## src/rtl/core/aa55_frame_deframer_macros.svh

```systemverilog
// assertion macros shared by the deframer modules
`ifndef AA55_FRAME_DEFRAMER_MACROS_SVH
`define AA55_FRAME_DEFRAMER_MACROS_SVH

// condition implies consequence in the same cycle
`define AA55_ASSERT_NOW(label, clk, rstn, cond, cons) \
    label: assert property (@(posedge clk) disable iff (!rstn) (cond) |-> (cons)) \
        else $error("deframer assertion failed");

// condition implies consequence in the next cycle
`define AA55_ASSERT_NEXT(label, clk, rstn, cond, cons) \
    label: assert property (@(posedge clk) disable iff (!rstn) (cond) |=> (cons)) \
        else $error("deframer assertion failed");

`endif

```

## src/rtl/core/aa55_pkg.sv

```systemverilog
package aa55_pkg;

    localparam int unsigned SN_LEN  = 8;
    localparam int unsigned MAX_LEN = 248;

    localparam logic [7:0] SOF_BYTE       = 8'hAA;
    localparam logic [7:0] SYNC_BYTE      = 8'h55;
    localparam logic [7:0] MIN_LEN        = 8'd4;
    localparam logic [7:0] LEN_NO_PAYLOAD = 8'd5;
    localparam logic [7:0] SEQ_LEN        = 8'd2;
    localparam logic [7:0] POS_MAX        = 8'd255;

    typedef enum logic [3:0] {
        PH_HUNT = 4'd0,
        PH_SYNC = 4'd1,
        PH_TYPE = 4'd2,
        PH_SN   = 4'd3,
        PH_LEN  = 4'd4,
        PH_VER  = 4'd5,
        PH_SEQ  = 4'd6,
        PH_CMD  = 4'd7,
        PH_DATA = 4'd8,
        PH_CHK  = 4'd9
    } phase_t;

    typedef enum logic [2:0] {
        ERR_NONE      = 3'd0,
        ERR_NO_SYNC   = 3'd1,
        ERR_LEN_LARGE = 3'd2,
        ERR_LEN_SMALL = 3'd3,
        ERR_CHECKSUM  = 3'd4
    } err_t;

    typedef struct packed {
        logic       in_frame;
        logic       frame_start;
        logic       frame_end;
        logic       frame_good;
        logic [7:0] position;
        err_t       error_kind;
    } res_t;

    typedef struct packed {
        logic [7:0] data;
        logic       source;
        res_t       res;
    } beat_t;

endpackage

```

## src/rtl/core/aa55_frame_deframer.sv

```systemverilog
// result beats are registered in main_reg, or in skid_reg while the output stalls
// one byte per cycle while the output is not stalled; parser state updates per byte
// a two-entry output skid keeps s_tready registered; it absorbs one byte on a stall
// reset: synchronous active-low aresetn returns the parser to hunting for 0xAA
// and empties the output stage; no clearing pass is needed
module aa55_frame_deframer (
    input  logic        aclk,
    input  logic        aresetn,
    input  logic        s_tvalid,
    output logic        s_tready,
    input  logic [7:0]  s_tdata,  // rx_byte[7:0]
    input  logic        s_tuser,  // source[0]
    output logic        m_tvalid,
    input  logic        m_tready,
    output logic [23:0] m_tdata,  // byte_out[7:0], in_frame, frame_start, frame_good,
                                  // position[7:0], error_kind[2:0], zero pad[1:0]
    output logic        m_tuser,  // source_out[0]
    output logic        m_tlast   // frame_end
);

    aa55_pkg::res_t  res;
    aa55_pkg::beat_t in_beat;
    aa55_pkg::beat_t out_beat;
    logic            in_fire;

    assign in_fire = s_tvalid && s_tready;

    aa55_parse u_parse (
        .aclk    (aclk),
        .aresetn (aresetn),
        .in_fire (in_fire),
        .in_byte (s_tdata),
        .res     (res)
    );

    assign in_beat.data   = s_tdata;
    assign in_beat.source = s_tuser;
    assign in_beat.res    = res;

    aa55_skid u_skid (
        .aclk      (aclk),
        .aresetn   (aresetn),
        .in_valid  (s_tvalid),
        .in_ready  (s_tready),
        .in_beat   (in_beat),
        .out_valid (m_tvalid),
        .out_ready (m_tready),
        .out_beat  (out_beat)
    );

    assign m_tdata = {2'b00,
                      out_beat.res.error_kind,
                      out_beat.res.position,
                      out_beat.res.frame_good,
                      out_beat.res.frame_start,
                      out_beat.res.in_frame,
                      out_beat.data};
    assign m_tuser = out_beat.source;
    assign m_tlast = out_beat.res.frame_end;

endmodule

```

## src/rtl/core/aa55_parse.sv

```systemverilog
`include "aa55_frame_deframer_macros.svh"

module aa55_parse (
    input  logic          aclk,
    input  logic          aresetn,
    input  logic          in_fire,
    input  logic [7:0]    in_byte,
    output aa55_pkg::res_t res
);

    aa55_pkg::phase_t phase_reg, phase_next;
    logic [7:0] field_count_reg, field_count_next;
    logic [7:0] length_low_reg, length_low_next;
    logic [7:0] running_sum_reg, running_sum_next;
    logic [7:0] byte_index_reg, byte_index_next;

    logic       do_open;
    logic       do_frame;
    logic [7:0] cnt_inc;
    logic [7:0] sum_add;
    logic [15:0] length_full;

    always_ff @(posedge aclk) begin
        if (!aresetn) begin
            phase_reg       <= aa55_pkg::PH_HUNT;
            field_count_reg <= 8'd0;
            length_low_reg  <= 8'd0;
            running_sum_reg <= 8'd0;
            byte_index_reg  <= 8'd0;
        end else if (in_fire) begin
            phase_reg       <= phase_next;
            field_count_reg <= field_count_next;
            length_low_reg  <= length_low_next;
            running_sum_reg <= running_sum_next;
            byte_index_reg  <= byte_index_next;
        end
    end

    assign cnt_inc     = 8'(field_count_reg + 8'd1);
    assign sum_add     = 8'(running_sum_reg + in_byte);
    assign length_full = {in_byte, length_low_reg};

    always_comb begin
        phase_next       = phase_reg;
        field_count_next = field_count_reg;
        length_low_next  = length_low_reg;
        running_sum_next = running_sum_reg;
        byte_index_next  = byte_index_reg;
        do_open          = 1'b0;
        do_frame         = 1'b0;
        res              = '0;
        res.error_kind   = aa55_pkg::ERR_NONE;

        unique case (phase_reg)
            aa55_pkg::PH_HUNT: begin
                do_open = (in_byte == aa55_pkg::SOF_BYTE);
            end
            aa55_pkg::PH_SYNC: begin
                if (in_byte == aa55_pkg::SYNC_BYTE) begin
                    do_frame   = 1'b1;
                    phase_next = aa55_pkg::PH_TYPE;
                end else begin
                    res.error_kind = aa55_pkg::ERR_NO_SYNC;
                    if (in_byte == aa55_pkg::SOF_BYTE) begin
                        do_open = 1'b1;
                    end else begin
                        phase_next = aa55_pkg::PH_HUNT;
                    end
                end
            end
            aa55_pkg::PH_TYPE: begin
                do_frame         = 1'b1;
                field_count_next = 8'd0;
                phase_next       = aa55_pkg::PH_SN;
            end
            aa55_pkg::PH_SN: begin
                do_frame = 1'b1;
                if (cnt_inc >= 8'(aa55_pkg::SN_LEN)) begin
                    field_count_next = 8'd0;
                    phase_next       = aa55_pkg::PH_LEN;
                end else begin
                    field_count_next = cnt_inc;
                end
            end
            aa55_pkg::PH_LEN: begin
                do_frame = 1'b1;
                if (field_count_reg == 8'd0) begin
                    length_low_next  = in_byte;
                    field_count_next = 8'd1;
                end else begin
                    field_count_next = 8'd0;
                    if (length_full >= 16'(aa55_pkg::MAX_LEN)) begin
                        res.error_kind = aa55_pkg::ERR_LEN_LARGE;
                        phase_next     = aa55_pkg::PH_HUNT;
                    end else begin
                        running_sum_next = 8'd0;
                        phase_next       = aa55_pkg::PH_VER;
                    end
                end
            end
            aa55_pkg::PH_VER: begin
                do_frame         = 1'b1;
                running_sum_next = sum_add;
                field_count_next = 8'd0;
                phase_next       = aa55_pkg::PH_SEQ;
            end
            aa55_pkg::PH_SEQ: begin
                do_frame         = 1'b1;
                running_sum_next = sum_add;
                if (cnt_inc >= aa55_pkg::SEQ_LEN) begin
                    field_count_next = 8'd0;
                    phase_next       = aa55_pkg::PH_CMD;
                end else begin
                    field_count_next = cnt_inc;
                end
            end
            aa55_pkg::PH_CMD: begin
                running_sum_next = sum_add;
                if (length_low_reg < aa55_pkg::MIN_LEN) begin
                    res.error_kind = aa55_pkg::ERR_LEN_SMALL;
                    if (in_byte == aa55_pkg::SOF_BYTE) begin
                        do_open = 1'b1;
                    end else begin
                        do_frame   = 1'b1;
                        phase_next = aa55_pkg::PH_HUNT;
                    end
                end else begin
                    do_frame = 1'b1;
                    if (length_low_reg <= aa55_pkg::LEN_NO_PAYLOAD) begin
                        phase_next = aa55_pkg::PH_CHK;
                    end else begin
                        field_count_next = 8'(length_low_reg - aa55_pkg::LEN_NO_PAYLOAD);
                        phase_next       = aa55_pkg::PH_DATA;
                    end
                end
            end
            aa55_pkg::PH_DATA: begin
                do_frame         = 1'b1;
                running_sum_next = sum_add;
                field_count_next = 8'(field_count_reg - 8'd1);
                if (field_count_reg == 8'd1) begin
                    phase_next = aa55_pkg::PH_CHK;
                end
            end
            aa55_pkg::PH_CHK: begin
                do_frame      = 1'b1;
                res.frame_end = 1'b1;
                if (in_byte == running_sum_reg) begin
                    res.frame_good = 1'b1;
                end else begin
                    res.error_kind = aa55_pkg::ERR_CHECKSUM;
                end
                phase_next = aa55_pkg::PH_HUNT;
            end
            default: begin
                phase_next = aa55_pkg::PH_HUNT;
            end
        endcase

        if (do_open) begin
            res.in_frame    = 1'b1;
            res.frame_start = 1'b1;
            res.position    = 8'd0;
            byte_index_next = 8'd1;
            phase_next      = aa55_pkg::PH_SYNC;
        end else if (do_frame) begin
            res.in_frame = 1'b1;
            res.position = byte_index_reg;
            if (byte_index_reg != aa55_pkg::POS_MAX) begin
                byte_index_next = 8'(byte_index_reg + 8'd1);
            end
        end
    end

    `AA55_ASSERT_NOW(a_start_at_zero, aclk, aresetn, res.frame_start, res.in_frame && res.position == 8'd0)
    `AA55_ASSERT_NOW(a_good_at_end, aclk, aresetn, res.frame_good, res.frame_end && res.error_kind == aa55_pkg::ERR_NONE)
    `AA55_ASSERT_NEXT(a_end_then_hunt, aclk, aresetn, in_fire && res.frame_end, phase_reg == aa55_pkg::PH_HUNT)
    `AA55_ASSERT_NOW(a_idle_pos_zero, aclk, aresetn, !res.in_frame, res.position == 8'd0)

endmodule

```

## src/rtl/core/aa55_skid.sv

```systemverilog
`include "aa55_frame_deframer_macros.svh"

module aa55_skid (
    input  logic            aclk,
    input  logic            aresetn,
    input  logic            in_valid,
    output logic            in_ready,
    input  aa55_pkg::beat_t in_beat,
    output logic            out_valid,
    input  logic            out_ready,
    output aa55_pkg::beat_t out_beat
);

    logic            main_valid_reg;
    logic            skid_valid_reg;
    aa55_pkg::beat_t main_reg;
    aa55_pkg::beat_t skid_reg;
    logic            in_fire;
    logic            main_free;

    assign in_ready  = !skid_valid_reg;
    assign in_fire   = in_valid && in_ready;
    assign main_free = !main_valid_reg || out_ready;

    always_ff @(posedge aclk) begin
        if (!aresetn) begin
            main_valid_reg <= 1'b0;
            skid_valid_reg <= 1'b0;
        end else if (main_free) begin
            main_valid_reg <= skid_valid_reg || in_fire;
            skid_valid_reg <= 1'b0;
        end else if (in_fire) begin
            skid_valid_reg <= 1'b1;
        end
    end

    always_ff @(posedge aclk) begin
        if (main_free) begin
            main_reg <= skid_valid_reg ? skid_reg : in_beat;
        end else if (in_fire) begin
            skid_reg <= in_beat;
        end
    end

    assign out_valid = main_valid_reg;
    assign out_beat  = main_reg;

    `AA55_ASSERT_NOW(a_skid_needs_main, aclk, aresetn, skid_valid_reg, main_valid_reg)
    `AA55_ASSERT_NEXT(a_stall_holds, aclk, aresetn, main_valid_reg && !out_ready, main_valid_reg)
    `AA55_ASSERT_NEXT(a_skid_fill, aclk, aresetn, in_fire && main_valid_reg && !out_ready, skid_valid_reg)

endmodule
```

## config.mk

```make
export PLATFORM = sky130hd
export DESIGN_NAME = aa55_frame_deframer
export DESIGN_NICKNAME = d
export VERILOG_FILES = /design/src/rtl/core/aa55_pkg.sv /design/src/rtl/core/aa55_frame_deframer.sv /design/src/rtl/core/aa55_parse.sv /design/src/rtl/core/aa55_skid.sv
export VERILOG_INCLUDE_DIRS = /design/src /design/src/rtl/core
export SDC_FILE = /design/constraint.sdc
export NUM_CORES = 1
export LEC_CHECK = 0
export BUFFER_PORTS_ARGS = -buffer_cell sky130_fd_sc_hd__buf_2
export CAP_MARGIN = 5
export CORE_UTILIZATION = 45
export CTS_CLUSTER_DIAMETER = 120
export DETAILED_ROUTE_END_ITERATION = 12
export PLACE_DENSITY_LB_ADDON = 0.1
export SETUP_SLACK_MARGIN = 0.02
export SKIP_CTS_REPAIR_TIMING = 1
export SLEW_MARGIN = 20
export SYNTH_ARGS = -nofsm -noshare
export SYNTH_HDL_FRONTEND = slang
export SYNTH_SLANG_ARGS = --single-unit
```

## constraint.sdc

```tcl
create_clock -name aclk -period 4.68 [get_ports aclk]
set_clock_uncertainty 0.15 [all_clocks]
set_input_delay 0.702 -clock aclk [delete_from_list [all_inputs] [get_ports aclk]]
set_output_delay 0.702 -clock aclk [all_outputs]
set_load 0.02 [all_outputs]
```

==> impl_metrics.yaml, run 1 <==
status:
  outcome: "finished, final reports clean"
drt:
  drc: 0
  wl_per_cell_microns: 16.6
  wl_microns: 10200
  first_pass_iters: 6
  drtIter0Drc: 271
  viasPerCell: 5.71
  ant_nets: 0
  vias: 3503
pwr:
  p_sw_w: 0.000350
  power_w: 0.00144
  internal-power_w: 0.00109
  p_clk_share_pct: 37.1
  seqPwrFrac_pct: 56.8
  power_density_nw_per_um2: 284
  vdd_drop_max_uv: 140
  swShare_pct: 24.3
  comb_power_share_pct: 6.1
  leakage_nw: 1.96
timing:
  grt_setup_unrepaired: "false"
  relSlewSlack_pct: 36.6
  setup_violations: 0
  tns_ns: 0
  hold_viol_final: 0
  tightestPinTransition_ns: 0.950
  period_needed_ns: 2.91
  drv_slew: 0
  fin_crit_sh_pct: 62.1
  clock.fmax_ghz: 0.344
grt:
  use_met1_pct: 28.2
  grt_max_degree: 28
  grt_usage_pct: 20.6
  grt_pass1_vias: 3225
  met3_usage_pct: 3.53
  grt_busiest_layer: "met2"
  antenna_found_initial: 0
  grt_pass1_wl_microns: 16700
  grt_use_met2_pct: 33.0
  overflow: 0
synth:
  yosysTopAreaCellShare_pct: 31.4
  yosysSeqAreaShare_pct: 48.0
  synth_cells: 440
  netlist_area_sq_um: 4590
  yosys.area.top_type: "edfxtp_1"
  yosysMostFrequentCell: "edfxtp_1"
  yosys.area_share.xor_xnor_pct: 4.01
  synth-simple-area-share_pct: 18.1
  ys_ff_latch: 86
  synth_cell_types: 65
  synth_compound_area_share_pct: 15.1
  synth_top_family_by_area: "simple AND/OR/NAND/NOR gates"
  synth_adder_area_share_pct: 4.80
  syn_avg_cell_area_sq_um: 10.4
  yosys_warnings: 0
  synth_edf_count: 48
  ys_async_sr_fraction_pct: 0
  synthTopCellsByArea: "edfxtp_1 (31%), dfxtp_1 (17%), ha_1 (4.4%)"
  yosys-top-cells-count: "edfxtp_1 (48), dfxtp_1 (38), nor2_1 (34), nand2_1 (29), o21ai_0 (24)"
  synthMuxAreaShare_pct: 5.89
  ys.flop_type: "edfxtp_1"
finish:
  syn_to_final_growth_pct: 10.7
  antenna_cells: 0
  fin_util_pct: 51.7
  nets: 505
  drive_gt1_share_pct: 20.8
clock_network:
  h-tree-depth: 3
  cts_root_buf: "clkbuf_8"
  cts_tree: "built"
  clkTransAtPathRegs_ns: 0.09
  clk_latency_ns: 0.37
  clock-sinks: 86
  cts_buffers: 9
  cts_buffer_depth: 2
setup_path:
  required_ns: 4.65
  crit_fanout: 11
  crit_arrival_ns: 2.87
  end_kind: "register"
  startpoint_type: "input port"
  critical_path_class: "in -> reg"
placement:
  place_hpwl_microns: 7040
  gp_congestion: 0.856
  io_buffers: 38
hold_path:
  min_path_type: "reg -> reg"
floorplanning:
  ioPinCount: 41
  die_h_microns: 103
  die_w_microns: 103
  core_area_sq_um: 9820
  initial_core_util_pct: 46.7
  rows: 36
  die_area_sq_um: 10600
job:
  drv_cap: 0
layer usage:
layer	share of wire [%]	vias to the layer above
met5	0	-
met4	0.91	0
met3	4.9	10
met2	47	109
met1	47	1679
li1	-	1705
area by class of cell:
cell class / count / area, sq um
Clock buffer: 10 / 128
Clock inverter: 6 / 68.8
Fill cell: 930 / 4740
Inverter: 20 / 75.1
Multi-Input combinational cell: 315 / 2210
Sequential cell: 86 / 2200
Tap cell: 133 / 166
Timing Repair Buffer: 43 / 228
critical path, cell delays in order:
cell	delay (ns)
buf_2	0.13
or4_1	0.62
or4_4	0.54
o211a_1	0.38
nand2b_1	0.23
mux2_2	0.27
metrics by stage:
step	setup slack (ns)	instance area (sq um)	instances	hold slack, ns
6_report	1.77	5070	613	0.347
5_1_grt	1.51	5070	613	0.355
4_1_cts	1.77	5070	613	0.348
3_3_place_gp	1.42	4880	597	0.318
2_1_floorplan	1.63	4590	441	0.304
3_5_place_dp	1.39	4880	597	0.325
cells in the final DEF, fill, tap and decap left out, drive strengths merged, types with 3 or more instances in the layout:
| cell | count |
|---|---|
| a21o | 3 |
| a21oi | 23 |
| a22o | 7 |
| a22oi | 4 |
| a311oi | 3 |
| a31oi | 6 |
| and2 | 11 |
| and3 | 4 |
| buf | 43 |
| clkbuf | 10 |
| clkinv | 3 |
| dfxtp | 38 |
| edfxtp | 48 |
| ha | 16 |
| inv | 21 |
| mux2 | 21 |
| nand2 | 29 |
| nand2b | 8 |
| nand3 | 18 |
| nand4 | 5 |
| nor2 | 34 |
| nor2b | 3 |
| nor3 | 11 |
| nor3b | 3 |
| nor4 | 6 |
| o2111ai | 3 |
| o21ai | 25 |
| o22ai | 5 |
| o32ai | 3 |
| or4 | 7 |
| or4b | 3 |
| xnor2 | 16 |
| xor2 | 5 |
worst paths after layout:
path | startpoint | to | slack, ns | cells after the start
worst max-delay path | s_tdata[0] | u_skid.out_beat[14] | 1.77 | 6
worst max register to register | u_parse.phase_reg[1] | u_parse.field_count_reg[2] | 1.85 | 6
worst min-delay path | u_parse.running_sum_reg[5] | u_parse.running_sum_reg[5] | 0.35 | 1
worst min register to register | u_parse.running_sum_reg[5] | u_parse.running_sum_reg[5] | 0.35 | 1
power groups by stage:
stage               sequential, W  combinational (W)  clock, W
floorplan                0.000854          0.0000365         0
global placement         0.000836          0.0000878         0
detailed placement       0.000837          0.0000880         0
CTS                      0.000819          0.0000882  0.000550
global route             0.000822          0.0000971  0.000586
finish                   0.000819          0.0000874  0.000535
cell families after synthesis:
logic type,after synthesis
AO/OA/AOI/OAI,102
AND/OR/NAND/NOR,152
multiplexers,21
other,1
flip-flops,86
buffers and inverters,40
adder cells (fa/ha/maj),17
XOR/XNOR,21
Note: power is estimated with default switching activity, not from simulation.
==> run 2, diff against run 1 <==
Settings changed: ABC_AREA from default to 1.
Clock period 4.68 ns to 3 ns, I/O delays scaled along.
==> run 2 against run 1 <==
Core utilization barely moved. Combinational power rose to 17 times the previous value. Sequential share of layout area fell by 2.6 points. Power rose to 2.6 times the previous value. Critical path depth fell by 3. Sequential power rose by 83%. Sequential cell count did not move. Hold slack got worse by 0.22 ns. Die area rose by 6.8%. Critical path type is now reg -> out.
==> impl_metrics.yaml, run 2 <==
floorplanning:
  die_area_sq_um: 11300
  ioPinCount: 41
  die_h_microns: 106
  die_w_microns: 106
  core_area_sq_um: 10500
  rows: 37
  initial_core_util_pct: 46.9
grt:
  grt_pass1_vias: 3898
  antenna_found_initial: 0
  grt_pass1_wl_microns: 19300
  overflow: 0
  grt_usage_pct: 22.1
  grt_busiest_layer: "met2"
  met3_usage_pct: 3.00
  grt_max_degree: 31
  grt_use_met2_pct: 36.8
  use_met1_pct: 28.6
drt:
  ant_nets: 0
  drc: 0
  viasPerCell: 5.29
  drtIter0Drc: 254
  first_pass_iters: 6
  wl_per_cell_microns: 14.8
  vias: 4292
  wl_microns: 12000
setup_path:
  crit_fanout: 30
  crit_path_end: "s_tready"
  reg2reg_depth: 10
  startpoint: "u_skid.skid_valid_reg"
  r2r-end: "u_parse.field_count_reg[2]"
  critical_path_class: "reg -> out"
  ff2ff_setup_slack_ns: 0.76
  end_kind: "output port"
  required_ns: 2.40
  reg2reg_from: "u_parse.phase_reg[0]"
  startpoint_type: "register"
  crit_arrival_ns: 1.75
finish:
  antenna_cells: 0
  mostFrequentLayoutCells: "nand2_1 (170), inv_1 (69), nor2_1 (67)"
  syn_to_final_growth_pct: 10.2
  nets: 700
  drive_gt1_share_pct: 14.1
  layout.cells.most_common: "nand2_1"
clock_network:
  cts_tree: "built"
  cts_root_buf: "clkbuf_8"
  cts_buffer_depth: 2
  clk_latency_ns: 0.36
  clock-sinks: 86
  h-tree-depth: 3
  cts_buffers: 9
  clkTransAtPathRegs_ns: 0.09
synth:
  synth_edf_count: 48
  synth_cells: 634
  synth_top_family_by_area: "simple AND/OR/NAND/NOR gates"
  synth_adder_area_share_pct: 4.49
  synthTopCellsByArea: "edfxtp_1 (29%), dfxtp_1 (16%), nand2_1 (13%)"
  ys.flop_type: "edfxtp_1"
  yosys_warnings: 0
  netlist_area_sq_um: 4900
  yosys.area_share.xor_xnor_pct: 1.43
  synth_compound_area_share_pct: 9.29
  ys_ff_latch: 86
  synth_cell_types: 38
  ys_async_sr_fraction_pct: 0
  yosysMostFrequentCell: "nand2_1"
  syn_avg_cell_area_sq_um: 7.74
  synthMuxAreaShare_pct: 0
  yosysTopAreaCellShare_pct: 29.4
  yosys-top-cells-count: "nand2_1 (170), inv_1 (69), nor2_1 (68), nand3_1 (55), edfxtp_1 (48)"
  yosysSeqAreaShare_pct: 44.9
  synth-simple-area-share_pct: 32.0
  yosys.area.top_type: "edfxtp_1"
timing:
  grt_setup_unrepaired: "false"
  tns_ns: 0
  tightestPinTransition_ns: 0.939
  setup_violations: 0
  drv_slew: 0
  fin_crit_sh_pct: 78.3
  clock.fmax_ghz: 0.426
  period_needed_ns: 2.35
  hold_viol_final: 0
  relSlewSlack_pct: 37.3
  hold_ws_ns: 0.123
job:
  drv_cap: 0
status:
  outcome: "finished, final reports clean"
hold_path:
  min_path_type: "in -> reg"
placement:
  place_hpwl_microns: 8800
  io_buffers: 38
  gp_congestion: 0.877
pwr:
  vdd_drop_max_uv: 518
  power_density_nw_per_um2: 703
  leakage_nw: 2.34
run 2: cell type report:
class | count | area, sq um
Clock buffer | 9 | 124
Clock inverter | 7 | 80.1
Fill cell | 1042 | 5060
Inverter | 75 | 282
Multi-Input combinational cell | 456 | 2320
Sequential cell | 86 | 2200
Tap cell | 136 | 170
Timing Repair Buffer | 42 | 220
run 2: metrics by stage:
step	total power, W	instance area, sq um	setup WS (ns)	utilization (%)	instances
final	0.00380	5400	0.651	51.6	811
after floorplan	0.00263	4910	0.411	-	635
after CTS	0.00379	5400	0.611	51.6	811
after global routing	0.00404	5400	0.539	51.6	811
after global placement	0.00294	5200	0.663	49.7	795
after detailed placement	0.00295	5200	0.690	49.7	795
run 2: critical path: stages (launching register included):
cell and delay (ns):
dfxtp_1 0.34, buf_4 0.24, inv_1 0.52, buf_2 0.28
run 2: worst min-delay path by stage:
stage,depth (start not counted),slack [ns],from,to
6_report,1,0.12,s_tuser,u_skid.skid_reg[15]
5_1_grt,1,0.11,s_tuser,u_skid.skid_reg[15]
4_1_cts,1,0.11,s_tuser,u_skid.skid_reg[15]
3_5_place_dp,2,0.31,u_parse.running_sum_reg[2],u_parse.running_sum_reg[2]
3_3_place_gp,2,0.31,u_parse.running_sum_reg[4],u_parse.running_sum_reg[4]
2_1_floorplan,2,0.30,u_parse.running_sum_reg[0],u_parse.running_sum_reg[0]
run 2: kinds of logic after synthesis:
kind of cell               after synthesis
AOI/OAI and AO/OA                       84
buffers and inverters                   93
xor gates and xnor gates                 8
adders and majority gates               17
and+or+nand+nor                        345
DFF                                     86
other                                    1
run 2: power breakdown:
part           internal, W  total (W)  switching, W
clock             0.000394   0.000849      0.000456
combinational     0.000443    0.00145       0.00101
sequential         0.00137    0.00150      0.000132
run 2: metal layers:
layer  share of wire [%]  vias to the layer above
met5                   0                        -
met2                  48                      122
met3                 4.4                       20
li1                    -                     2151
met1                  46                     1999
met4                 1.6                        0
==> run 3, diff against run 2 <==
Clock period 3 ns to 2.1 ns, I/O delays scaled along.
==> run 3 against run 2 <==
Setup slack lost 0.50 ns. Largest cell class unchanged. Register-to-register slack lost 0.61 ns. Sequential cell count is the same. Critical endpoint is now u_skid.out_beat[3]. Cell count grew 2.8%. Core utilization grew 1.9 points. Final area grew 3.6%. Via count grew 0.26%. Sequential share of layout area shrank 1.3 points. Global-route usage grew 0.094 points.
==> impl_metrics.yaml, run 3 (synthesized netlist as in run 2, its figures left out) <==
clock_network:
  cts_tree: "built"
  cts_buffer_depth: 2
  clk_latency_ns: 0.37
  clkTransAtPathRegs_ns: 0.09
  cts_root_buf: "clkbuf_8"
  h-tree-depth: 3
  cts_buffers: 9
  clock-sinks: 86
timing:
  grt_setup_unrepaired: "false"
  postLayoutSetupSlackWorst_ns: 0.150
  hold_ws_ns: 0.0985
  hold_viol_final: 0
  drv_slew: 0
  clock.fmax_ghz: 0.513
  setup_violations: 0
  relSlewSlack_pct: 61.1
  fin_crit_sh_pct: 92.9
  period_needed_ns: 1.95
  tightestPinTransition_ns: 0.577
floorplanning:
  die_area_sq_um: 11300
  core_area_sq_um: 10500
  initial_core_util_pct: 46.9
  die_h_microns: 106
  die_w_microns: 106
  ioPinCount: 41
  rows: 37
placement:
  io_buffers: 38
  gp_congestion: 0.927
  place_hpwl_microns: 8730
  pre_cts_ws_ns: -0.0352
pwr:
  seqPwrFrac_pct: 38.4
  leakage_nw: 2.45
  p_sw_w: 0.00237
  swShare_pct: 42.5
  power_w: 0.00558
  internal-power_w: 0.00321
  p_clk_share_pct: 19.7
  comb_power_share_pct: 41.9
  power_density_nw_per_um2: 997
  vdd_drop_max_uv: 655
finish:
  multi_input_area_sq_um: 2360
  nFillCells: 1063
  nets: 723
  regArea_sq_um: 2210
  fin_util_pct: 53.5
  mostFrequentLayoutCells: "nand2_1 (169), inv_1 (67), nor2_1 (65)"
  layout.cells.most_common: "nand2_1"
  drive_gt1_share_pct: 18.5
  syn_to_final_growth_pct: 14.1
  antenna_cells: 0
grt:
  antenna_found_initial: 0
  overflow: 0
  grt_pass1_vias: 3992
  grt_pass1_wl_microns: 19400
  grt_usage_pct: 22.1
  grt_max_degree: 25
setup_path:
  cp_slowest_stage_delay_ns: 0.37
  startpoint_type: "register"
  crit_fanout: 5
  reg2reg_depth: 9
  required_ns: 2.19
  critical_path_class: "reg -> reg"
  end_kind: "register"
  cp_slowest_cell: "dfxtp_1"
  crit_arrival_ns: 2.04
  cp_cell_sequence: "nor2_2 -> inv_1 -> nor2_1 -> nand4_1 -> nand3_4 -> clkinvlp_4 -> nor2_1 -> nand2_1 -> nand2_1"
drt:
  wl_per_cell_microns: 14.4
  first_pass_iters: 4
  drtIter0Drc: 219
  ant_nets: 0
  viasPerCell: 5.16
  wl_microns: 12000
  vias: 4303
  drc: 0
hold_path:
  worstHoldPathCells: 1
  min_path_type: "in -> reg"
status:
  outcome: "finished, final reports clean"
job:
  drv_cap: 0
## run 3: changes by cell type in the layout (fill, tap and decap cells not counted), sizes merged
cell / change
buf: +20
clkinvlp: +3
bufinv: -1
clkinv: -1
dlygate4sd3: +1
inv: +1
## run 3: final timing paths
| path | start | end | slack [ns] |
|---|---|---|---|
| setup / recovery | u_parse.phase_reg[3] | u_skid.out_beat[3] | 0.15 |
| hold / removal | s_tdata[0] | u_skid.skid_reg[16] | 0.1 |
| setup reg to reg | u_parse.phase_reg[3] | u_skid.out_beat[3] | 0.15 |
| hold reg to reg | u_parse.running_sum_reg[3] | u_parse.running_sum_reg[3] | 0.32 |
## run 3: critical path, delay by kind of cell, from the launching register on
family	cells	cell delay (ns)
AND/OR/NAND/NOR	7	1.08
flip-flops	1	0.37
buffers and inverters	2	0.21
## run 3: metrics by stage
step | instances | area (sq um) | TNS, ns
floorplan | 635 | 4920 | 0
global placement | 814 | 5350 | 0
detailed placement | 814 | 5350 | -0.162
CTS | 830 | 5520 | -0.0834
global route | 834 | 5600 | 0
finish | 834 | 5600 | 0
## run 3: metal layers
| layer | share of wire, % | track usage [%] | vias to the layer above |
|---|---|---|---|
| met1 | 46 | 29.2 | 1994 |
| met3 | 4.2 | 3.80 | 16 |
| li1 | - | - | 2202 |
| met2 | 48 | 36.6 | 91 |
| met5 | 0 | 0 | - |
| met4 | 1.8 | 7.54 | 0 |
## run 3: final cells by class
class,count,area share (%)
Multi-Input combinational cell,456,42.2
Sequential cell,86,39.5
Timing Repair Buffer,63,6.79
Inverter,75,5.14
Tap cell,136,3.04
Clock buffer,9,2.21
Clock inverter,7,0.939
Timing Repair inverter,2,0.224
## run 3: power groups by stage
stage	logic [W]	clock network (W)	registers [W]
detailed placement	0.00216	0	0.00217
floorplan	0.00159	0	0.00217
CTS	0.00218	0.00112	0.00213
global placement	0.00215	0	0.00216
global route	0.00261	0.00121	0.00217
finish	0.00234	0.00110	0.00214
